<file path="config.mk">
export PLATFORM = sky130hd
export DESIGN_NAME = fixed_block_pool_allocator_unit
export DESIGN_NICKNAME = d
export VERILOG_FILES = /design/src/fbpa_pkg.sv /design/src/fbpa_link_ram.sv /design/src/fbpa_div.sv /design/src/fixed_block_pool_allocator_unit.sv
export SDC_FILE = /design/constraint.sdc
export NUM_CORES = 2
export LEC_CHECK = 0
export ABC_CLOCK_PERIOD_IN_PS = 23000
export BUFFER_PORTS_ARGS = -buffer_cell sky130_fd_sc_hd__buf_2
export CORE_AREA = 2 2 511 513
export CTS_BUF_LIST = sky130_fd_sc_hd__clkbuf_8
export DETAILED_ROUTE_END_ITERATION = 8
export DIE_AREA = 0 0 513 515
export HOLD_SLACK_MARGIN = 0.05
export MAX_ROUTING_LAYER = met4
export PLACE_DENSITY_LB_ADDON = 0.08
export SYNTH_ARGS = -nofsm -noshare
export SYNTH_HDL_FRONTEND = slang
export SYNTH_SLANG_ARGS = --single-unit
</file>
<file path="constraint.sdc">
create_clock -name clk -period 23 [get_ports clk]
set_input_delay 5.75 -clock clk [delete_from_list [all_inputs] [get_ports clk]]
set_output_delay 5.75 -clock clk [all_outputs]
set_load 0.03 [all_outputs]
</file>
<file path="src/fbpa_pkg.sv">
// shared constants and types for the block pool allocator
`timescale 1ns / 1ps
`default_nettype none

package fbpa_pkg;

    localparam int OFF_W = 21;
    localparam int BS_W  = 13;
    localparam int OP_W  = 2;
    localparam int ST_W  = 2;

    localparam int SLOTS_PER_CHUNK_DEF = 24;
    localparam int MAX_CHUNKS_DEF      = 16;

    localparam logic [BS_W-1:0] MIN_BLOCK = BS_W'(8);
    localparam logic [BS_W-1:0] MAX_BLOCK = BS_W'(4096);

    localparam logic [OP_W-1:0] OP_ALLOC = 2'd0;
    localparam logic [OP_W-1:0] OP_FREE  = 2'd1;
    localparam logic [OP_W-1:0] OP_RESET = 2'd2;
    localparam logic [OP_W-1:0] OP_NOP   = 2'd3;

    localparam logic [ST_W-1:0] ST_OK       = 2'd0;
    localparam logic [ST_W-1:0] ST_OOM      = 2'd1;
    localparam logic [ST_W-1:0] ST_BAD_ADDR = 2'd2;

    typedef struct packed {
        logic             done;
        logic             rem_zero;
        logic [OFF_W-1:0] quot;
    } fbpa_div_res_t;

endpackage

`default_nettype wire

</file>
<file path="src/fbpa_link_ram.sv">
// next-slot link store, one write and one registered read port
`timescale 1ns / 1ps
`default_nettype none

module fbpa_link_ram #(
    parameter int DEPTH = 384,
    parameter int AW    = 9,
    parameter int DW    = 10
) (
    input  wire logic          clk,
    input  wire logic          we,
    input  wire logic [AW-1:0] waddr,
    input  wire logic [DW-1:0] wdata,
    input  wire logic          re,
    input  wire logic [AW-1:0] raddr,
    output logic      [DW-1:0] rdata
);

    logic [DW-1:0] mem [DEPTH];
    logic [DW-1:0] rdata_reg;

    always_ff @(posedge clk)
    begin
        if (we)
        begin
            mem[waddr] <= wdata;
        end
    end

    always_ff @(posedge clk)
    begin
        if (re)
        begin
            rdata_reg <= mem[raddr];
        end
    end

    assign rdata = rdata_reg;

endmodule

`default_nettype wire

</file>
<file path="src/fbpa_div.sv">
// restoring divider, one quotient bit per cycle
`timescale 1ns / 1ps
`default_nettype none

module fbpa_div
    import fbpa_pkg::*;
(
    input  wire logic             clk,
    input  wire logic             rst_n,
    input  wire logic             start,
    input  wire logic [OFF_W-1:0] dividend,
    input  wire logic [BS_W-1:0]  divisor,
    output fbpa_div_res_t         res
);

    localparam int CNT_W = $clog2(OFF_W + 1);

    logic [OFF_W-1:0] dvd_reg, dvd_next;
    logic [BS_W-1:0]  rem_reg, rem_next;
    logic [BS_W-1:0]  dsr_reg, dsr_next;
    logic [CNT_W-1:0] cnt_reg, cnt_next;
    logic             busy_reg, busy_next;
    logic             done_reg, done_next;

    logic [BS_W:0] shifted;
    logic [BS_W:0] diff;
    logic          ge;

    assign shifted = {rem_reg, dvd_reg[OFF_W-1]};
    assign ge      = shifted >= {1'b0, dsr_reg};
    assign diff    = shifted - {1'b0, dsr_reg};

    always_comb
    begin
        dvd_next  = dvd_reg;
        rem_next  = rem_reg;
        dsr_next  = dsr_reg;
        cnt_next  = cnt_reg;
        busy_next = busy_reg;
        done_next = 1'b0;
        if (start)
        begin
            dvd_next  = dividend;
            rem_next  = '0;
            dsr_next  = divisor;
            cnt_next  = CNT_W'(OFF_W);
            busy_next = 1'b1;
        end
        else if (busy_reg)
        begin
            // quotient bits shift in behind the dividend
            dvd_next = {dvd_reg[OFF_W-2:0], ge};
            rem_next = ge ? diff[BS_W-1:0] : shifted[BS_W-1:0];
            cnt_next = cnt_reg - CNT_W'(1);
            if (cnt_reg == CNT_W'(1))
            begin
                busy_next = 1'b0;
                done_next = 1'b1;
            end
        end
    end

    always_ff @(posedge clk or negedge rst_n)
    begin
        if (!rst_n)
        begin
            cnt_reg  <= '0;
            busy_reg <= 1'b0;
            done_reg <= 1'b0;
        end
        else
        begin
            cnt_reg  <= cnt_next;
            busy_reg <= busy_next;
            done_reg <= done_next;
        end
    end

    always_ff @(posedge clk)
    begin
        dvd_reg <= dvd_next;
        rem_reg <= rem_next;
        dsr_reg <= dsr_next;
    end

    assign res.done     = done_reg;
    assign res.rem_zero = (rem_reg == '0);
    assign res.quot     = dvd_reg;

endmodule

`default_nettype wire

</file>
<file path="src/fixed_block_pool_allocator_unit.sv">
// block pool allocator top level: sequencer, free-list state and result register
//
//  channel  | signals                          | direction | handshake
//  ---------+----------------------------------+-----------+------------------
//  in       | op, free_offset                  | in        | in_valid/in_stall
//  out      | status, block_offset             | out       | out_valid/out_stall
//  cfg      | block_bytes                      | in        | cfg_valid/cfg_ready
//
//  allocate from a non-empty list: head read from the link store, then pop
//  allocate from an empty list: a new chunk is linked first, one link written per cycle (OOM if none is left)
//  free: the bit-serial divider checks alignment and range before the slot is pushed
//  pool reset: the links of all chunks in use are rewritten as one list from slot 0
//  after reset chunk 0 is linked before the first word is taken
//  one word is in flight at a time; a finished result waits in the output register
`timescale 1ns / 1ps
`default_nettype none

module fixed_block_pool_allocator_unit
    import fbpa_pkg::*;
#(
    parameter int SLOTS_PER_CHUNK = SLOTS_PER_CHUNK_DEF,
    parameter int MAX_CHUNKS      = MAX_CHUNKS_DEF
) (
    input  wire logic             clk,
    input  wire logic             rst_n,
    input  wire logic             in_valid,
    output logic                  in_stall,
    input  wire logic [OP_W-1:0]  op,
    input  wire logic [OFF_W-1:0] free_offset,
    output logic                  out_valid,
    input  wire logic             out_stall,
    output logic      [ST_W-1:0]  status,
    output logic      [OFF_W-1:0] block_offset,
    input  wire logic             cfg_valid,
    output logic                  cfg_ready,
    input  wire logic [BS_W-1:0]  block_bytes
);

    localparam int TOTAL   = SLOTS_PER_CHUNK * MAX_CHUNKS;
    localparam int SLOT_W  = $clog2(TOTAL);
    localparam int PTR_W   = SLOT_W + 1;
    localparam int CHUNK_W = $clog2(MAX_CHUNKS + 1);
    localparam int LINK_W  = SLOT_W + 1;

    typedef enum logic [6:0] {
        S_INIT  = 7'b0000001,
        S_IDLE  = 7'b0000010,
        S_SWEEP = 7'b0000100,
        S_RD    = 7'b0001000,
        S_RDW   = 7'b0010000,
        S_DIV   = 7'b0100000,
        S_PUT   = 7'b1000000
    } state_t;

    state_t             state_reg, state_next;
    logic [PTR_W-1:0]   ptr_reg, ptr_next;
    logic [PTR_W-1:0]   hi_reg, hi_next;
    logic [SLOT_W-1:0]  lo_reg, lo_next;
    logic [SLOT_W-1:0]  head_reg, head_next;
    logic               head_valid_reg, head_valid_next;
    logic [CHUNK_W-1:0] chunks_reg, chunks_next;
    logic [BS_W-1:0]    bs_reg, bs_next;
    logic [OP_W-1:0]    op_reg, op_next;
    logic [ST_W-1:0]    res_status_reg, res_status_next;
    logic [OFF_W-1:0]   res_offset_reg, res_offset_next;
    logic               out_valid_reg, out_valid_next;
    logic [ST_W-1:0]    status_reg, status_next;
    logic [OFF_W-1:0]   block_offset_reg, block_offset_next;

    logic               in_take;
    logic               ram_we;
    logic [SLOT_W-1:0]  ram_waddr;
    logic [LINK_W-1:0]  ram_wdata;
    logic               ram_re;
    logic [LINK_W-1:0]  ram_rdata;
    logic               div_start;
    fbpa_div_res_t      div_res;

    logic [PTR_W-1:0]   used_limit;
    logic [PTR_W-1:0]   new_lo;
    logic [PTR_W-1:0]   ptr_inc;
    logic               sweep_last;
    logic               head_in_range;
    logic               can_grow;
    logic               free_ok;
    logic [OFF_W-1:0]   pop_offset;

    assign in_stall  = (state_reg != S_IDLE);
    assign in_take   = in_valid && !in_stall;
    assign cfg_ready = 1'b1;

    assign used_limit    = PTR_W'(chunks_reg) * PTR_W'(SLOTS_PER_CHUNK);
    assign new_lo        = used_limit;
    assign ptr_inc       = ptr_reg + PTR_W'(1);
    assign sweep_last    = (ptr_inc == hi_reg);
    assign head_in_range = ({1'b0, head_reg} < PTR_W'(TOTAL));
    assign can_grow      = (chunks_reg < CHUNK_W'(MAX_CHUNKS));
    assign free_ok       = div_res.rem_zero && (div_res.quot < OFF_W'(used_limit));
    assign pop_offset    = OFF_W'(head_reg) * OFF_W'(bs_reg);

    always_comb
    begin
        bs_next = bs_reg;
        if (cfg_valid && cfg_ready)
        begin
            // slot size clamped to the supported range
            if (block_bytes < MIN_BLOCK)
            begin
                bs_next = MIN_BLOCK;
            end
            else if (block_bytes > MAX_BLOCK)
            begin
                bs_next = MAX_BLOCK;
            end
            else
            begin
                bs_next = block_bytes;
            end
        end
    end

    always_comb
    begin
        state_next        = state_reg;
        ptr_next          = ptr_reg;
        hi_next           = hi_reg;
        lo_next           = lo_reg;
        head_next         = head_reg;
        head_valid_next   = head_valid_reg;
        chunks_next       = chunks_reg;
        op_next           = op_reg;
        res_status_next   = res_status_reg;
        res_offset_next   = res_offset_reg;
        out_valid_next    = out_valid_reg;
        status_next       = status_reg;
        block_offset_next = block_offset_reg;
        ram_we            = 1'b0;
        ram_waddr         = ptr_reg[SLOT_W-1:0];
        ram_wdata         = {sweep_last, ptr_inc[SLOT_W-1:0]};
        ram_re            = 1'b0;
        div_start         = 1'b0;

        if (out_valid_reg && !out_stall)
        begin
            out_valid_next = 1'b0;
        end

        case (state_reg)
            S_INIT, S_SWEEP:
            begin
                // chain one slot to the next, the last one ends the list
                ram_we   = 1'b1;
                ptr_next = ptr_inc;
                if (sweep_last)
                begin
                    head_next       = lo_reg;
                    head_valid_next = 1'b1;
                    if (state_reg == S_INIT)
                    begin
                        state_next = S_IDLE;
                    end
                    else if (op_reg == OP_ALLOC)
                    begin
                        state_next = S_RD;
                    end
                    else
                    begin
                        state_next = S_PUT;
                    end
                end
            end
            S_IDLE:
            begin
                if (in_take)
                begin
                    op_next         = op;
                    res_status_next = ST_OK;
                    res_offset_next = '0;
                    case (op)
                        OP_ALLOC:
                        begin
                            if (!head_valid_reg && can_grow)
                            begin
                                lo_next     = new_lo[SLOT_W-1:0];
                                ptr_next    = new_lo;
                                hi_next     = new_lo + PTR_W'(SLOTS_PER_CHUNK);
                                chunks_next = chunks_reg + CHUNK_W'(1);
                                state_next  = S_SWEEP;
                            end
                            else if (head_valid_reg && head_in_range)
                            begin
                                state_next = S_RD;
                            end
                            else
                            begin
                                res_status_next = ST_OOM;
                                state_next      = S_PUT;
                            end
                        end
                        OP_FREE:
                        begin
                            div_start  = 1'b1;
                            state_next = S_DIV;
                        end
                        OP_RESET:
                        begin
                            // relink every chunk in use as one run from slot 0
                            head_valid_next = 1'b0;
                            lo_next         = '0;
                            ptr_next        = '0;
                            hi_next         = used_limit;
                            state_next      = S_SWEEP;
                        end
                        default:
                        begin
                            state_next = S_PUT;
                        end
                    endcase
                end
            end
            S_RD:
            begin
                ram_re     = 1'b1;
                state_next = S_RDW;
            end
            S_RDW:
            begin
                res_offset_next = pop_offset;
                head_next       = ram_rdata[SLOT_W-1:0];
                head_valid_next = !ram_rdata[LINK_W-1];
                state_next      = S_PUT;
            end
            S_DIV:
            begin
                if (div_res.done)
                begin
                    if (free_ok)
                    begin
                        // push the freed slot in front of the list
                        ram_we          = 1'b1;
                        ram_waddr       = div_res.quot[SLOT_W-1:0];
                        ram_wdata       = {!head_valid_reg, head_reg};
                        head_next       = div_res.quot[SLOT_W-1:0];
                        head_valid_next = 1'b1;
                    end
                    else
                    begin
                        res_status_next = ST_BAD_ADDR;
                    end
                    state_next = S_PUT;
                end
            end
            S_PUT:
            begin
                if (!out_valid_reg || !out_stall)
                begin
                    out_valid_next    = 1'b1;
                    status_next       = res_status_reg;
                    block_offset_next = res_offset_reg;
                    state_next        = S_IDLE;
                end
            end
            default:
            begin
                state_next = S_IDLE;
            end
        endcase
    end

    always_ff @(posedge clk or negedge rst_n)
    begin
        if (!rst_n)
        begin
            state_reg      <= S_INIT;
            ptr_reg        <= '0;
            hi_reg         <= PTR_W'(SLOTS_PER_CHUNK);
            lo_reg         <= '0;
            head_reg       <= '0;
            head_valid_reg <= 1'b0;
            chunks_reg     <= CHUNK_W'(1);
            bs_reg         <= MIN_BLOCK;
            out_valid_reg  <= 1'b0;
        end
        else
        begin
            state_reg      <= state_next;
            ptr_reg        <= ptr_next;
            hi_reg         <= hi_next;
            lo_reg         <= lo_next;
            head_reg       <= head_next;
            head_valid_reg <= head_valid_next;
            chunks_reg     <= chunks_next;
            bs_reg         <= bs_next;
            out_valid_reg  <= out_valid_next;
        end
    end

    always_ff @(posedge clk)
    begin
        op_reg           <= op_next;
        res_status_reg   <= res_status_next;
        res_offset_reg   <= res_offset_next;
        status_reg       <= status_next;
        block_offset_reg <= block_offset_next;
    end

    fbpa_link_ram #(
        .DEPTH (TOTAL),
        .AW    (SLOT_W),
        .DW    (LINK_W)
    ) u_link_ram (
        .clk   (clk),
        .we    (ram_we),
        .waddr (ram_waddr),
        .wdata (ram_wdata),
        .re    (ram_re),
        .raddr (head_reg),
        .rdata (ram_rdata)
    );

    fbpa_div u_div (
        .clk      (clk),
        .rst_n    (rst_n),
        .start    (div_start),
        .dividend (free_offset),
        .divisor  (bs_reg),
        .res      (div_res)
    );

    assign out_valid    = out_valid_reg;
    assign status       = status_reg;
    assign block_offset = block_offset_reg;

endmodule

`default_nettype wire

</file>
==> impl_metrics.yaml <==
logic_synthesis:
  synth-compound-area-share_pct: 3.49
  syn_area_um2: 160000
  netlist_top_cells_count: "edfxtp_1, mux4_2, nor2_1"
  synth.distinct_cells: 84
  syn_nets: 8009
  ys.flop_type: "edfxtp_1"
  synth-edff-count: 3932
  synthMuxAreaShare_pct: 14.9
  synth_top_cell_by_area: "edfxtp_1"
  synthAdderAreaFrac_pct: 1.51
  synth_top_family_by_area: "multiplexers"
  yosysSeqAreaShare_pct: 75.2
  ys_ff_latch: 4011
  syn_inst: 7823
  yosys.area_share.simple_pct: 2.90
  ys_top_cells_by_area: "edfxtp_1, mux4_2, mux2i_1"
  synth_top_area_share_pct: 74.0
  synth_xor_area_share_pct: 0.304
  async_flop_share_pct: 1.65
  yosys.cell_count.top_type: "edfxtp_1"
  avgSynthCellArea_um2: 20.4
  yosys_warnings: 0
clocking:
  insertion_delay_ns: 1.19
  cts_hold_buf: 0
  cts_sinks: 4011
  clockBufferDepth: 4
  cts_setup_buffers: 0
  cts_resized: 0
  clk_pin_slew_ns: 0.07
  cts_tree: "built"
  cts-buffers-inserted: 632
  root_buffer: "clkbuf_8"
  htree_levels: 6
global_route:
  grt_max_degree: 232
  grt_pass1_vias: 81000
  overflow: 0
  track_usage_pct: 31.2
  grt_pass1_wl_mm: 574
  grt_antenna_before_repair: 16
job:
  cap_violations: 1
route:
  wire_per_inst_um: 32.6
  vias: 81800
  initialDrtViolationCount: 11400
  viasPerCell: 6.72
  routed_wl_mm: 397
  postRouteAntennaNets: 0
  drc: 0
  dr.pass1.iters: 6
floorplan:
  dieHeight_um: 515
  dieWidth_um: 513
  io_pins: 67
  num_rows: 187
  design.die.area_um2: 264000
  core_area_um2: 259000
  initial_core_util_pct: 61.8
layout:
  area_delta_synth_final_pct: 10.2
  largest_register_ff_count: 3840
  nNetsFinal: 8465
  n_fill_cell: 16300
  regMostFlops: "u_link_ram.mem"
  final_util_pct: 68.0
  drive_gt1_share_pct: 24.7
sta:
  period_share_pct: 38.5
  setup_tns_ns: 0
  rsz0062_at_grt: "false"
  drv_slew: 0
  setup_viol: 0
  hold_viol_final: 0
  fmax_mhz: 113
  min_period_ns: 8.86
  tightestPinTransition_ns: 1.44
  slew_headroom_pct: 1.83
  fin_worst_skew_ns: 0.0536
worst_setup_path:
  cp-end-kind: "primary output"
  cp.arrival_ns: 3.11
  critical_path.max_fanout: 15
  required_ns: 17.25
  path_class: "reg2out"
  startpoint_type: "flip-flop"
  r2r_slack_ns: 15.51
placed_design:
  hpwl_mm: 226
  port_buffers: 65
  gp_congestion: 0.882
pwr:
  p_leak_uw: 0.0536
  pwr_density_cell_nw_per_um2: 116
  ir_drop_mv: 0.169
min_path:
  hold_class: "reg2reg"
run_status:
  status: "finished with violations"
  violations: "capacitance limit"
## cells by family after synthesis
group | Yosys count
flip-flops | 4011
multiplexers | 1178
AND/OR/NAND/NOR | 1013
AO/OA/AOI/OAI | 777
buffers and inverters | 645
adder cells (fa/ha/maj) | 145
XOR/XNOR | 53
other | 1
## layer usage
layer	part of all wire (%)	track usage [%]	routed length (um)
met5	0	-	0
met4	3.3	10.2	13000
met3	9.5	5.38	37900
met2	47	45.5	186000
met1	40	45.7	160000
## path summary, 6_finish.rpt
check	startpoint	to	cells past startpoint
max in group asynchronous	rst_n	head_reg[3]	2
min reg2reg	res_offset_reg[0]	block_offset[0]	0
max	state_reg[2]	in_stall	6
min	res_offset_reg[0]	block_offset[0]	0
max reg2reg	head_reg[0]	u_link_ram.rdata[2]	13
min in group asynchronous	rst_n	out_valid	2
## final cells by class
type / instances / area [um^2] / share of cell area (%)
sequential: 4011 / 120000 / 68.2
multi-input combinational: 3167 / 37500 / 21.3
clock buffer: 641 / 8820 / 5.02
tap: 3402 / 4260 / 2.42
clock inverter: 478 / 2390 / 1.36
timing repair buffer: 304 / 2290 / 1.30
inverter: 163 / 612 / 0.348
antenna: 8 / 20.0 / 0.0114
## worst max-delay path, cell delays in order, from the launching register on
cell,delay (ns)
dfrtp_1,0.45
nor3_2,0.27
nand2_1,0.13
nor3b_1,0.25
buf_4,0.26
inv_1,0.28
buf_2,0.29
## layout by cell type, fill, tap and decap left out, drive strengths merged, types with 41 or more instances in the layout
| cell | count |
|---|---|
| clkbuf | 641 |
| a21oi | 105 |
| mux4 | 960 |
| a22oi | 157 |
| buf | 304 |
| ha | 66 |
| o21ai | 162 |
| a22o | 68 |
| clkinv | 203 |
| nor2 | 422 |
| a41oi | 41 |
| fa | 79 |
| dfrtp | 61 |
| a221oi | 128 |
| nand2 | 224 |
| mux2i | 193 |
| and2 | 70 |
| edfxtp | 3932 |
| nor3 | 119 |
| inv | 417 |
## power by group
group	internal, uW	leakage [uW]	total, uW	switching (uW)
Clock	2700	0.00655	5460	2760
Sequential	9000	0.0355	9210	207
Combinational	2000	0.0115	5800	3800
Total	13700	0.0536	20500	6770
## per-stage QoR
stage	worst slack, ns	hold WS [ns]	instances	power [uW]	cell area (um^2)
2_1_floorplan	6.62	0.400	7823	13500	160000
3_3_place_gp	14.75	0.407	11000	15000	165000
3_5_place_dp	14.70	0.405	11000	15100	165000
4_1_cts	14.06	0.410	12200	20500	176000
5_1_grt	14.03	0.429	12200	21200	176000
6_report	14.14	0.415	12200	20500	176000
Power figures use the tool's default switching activity.
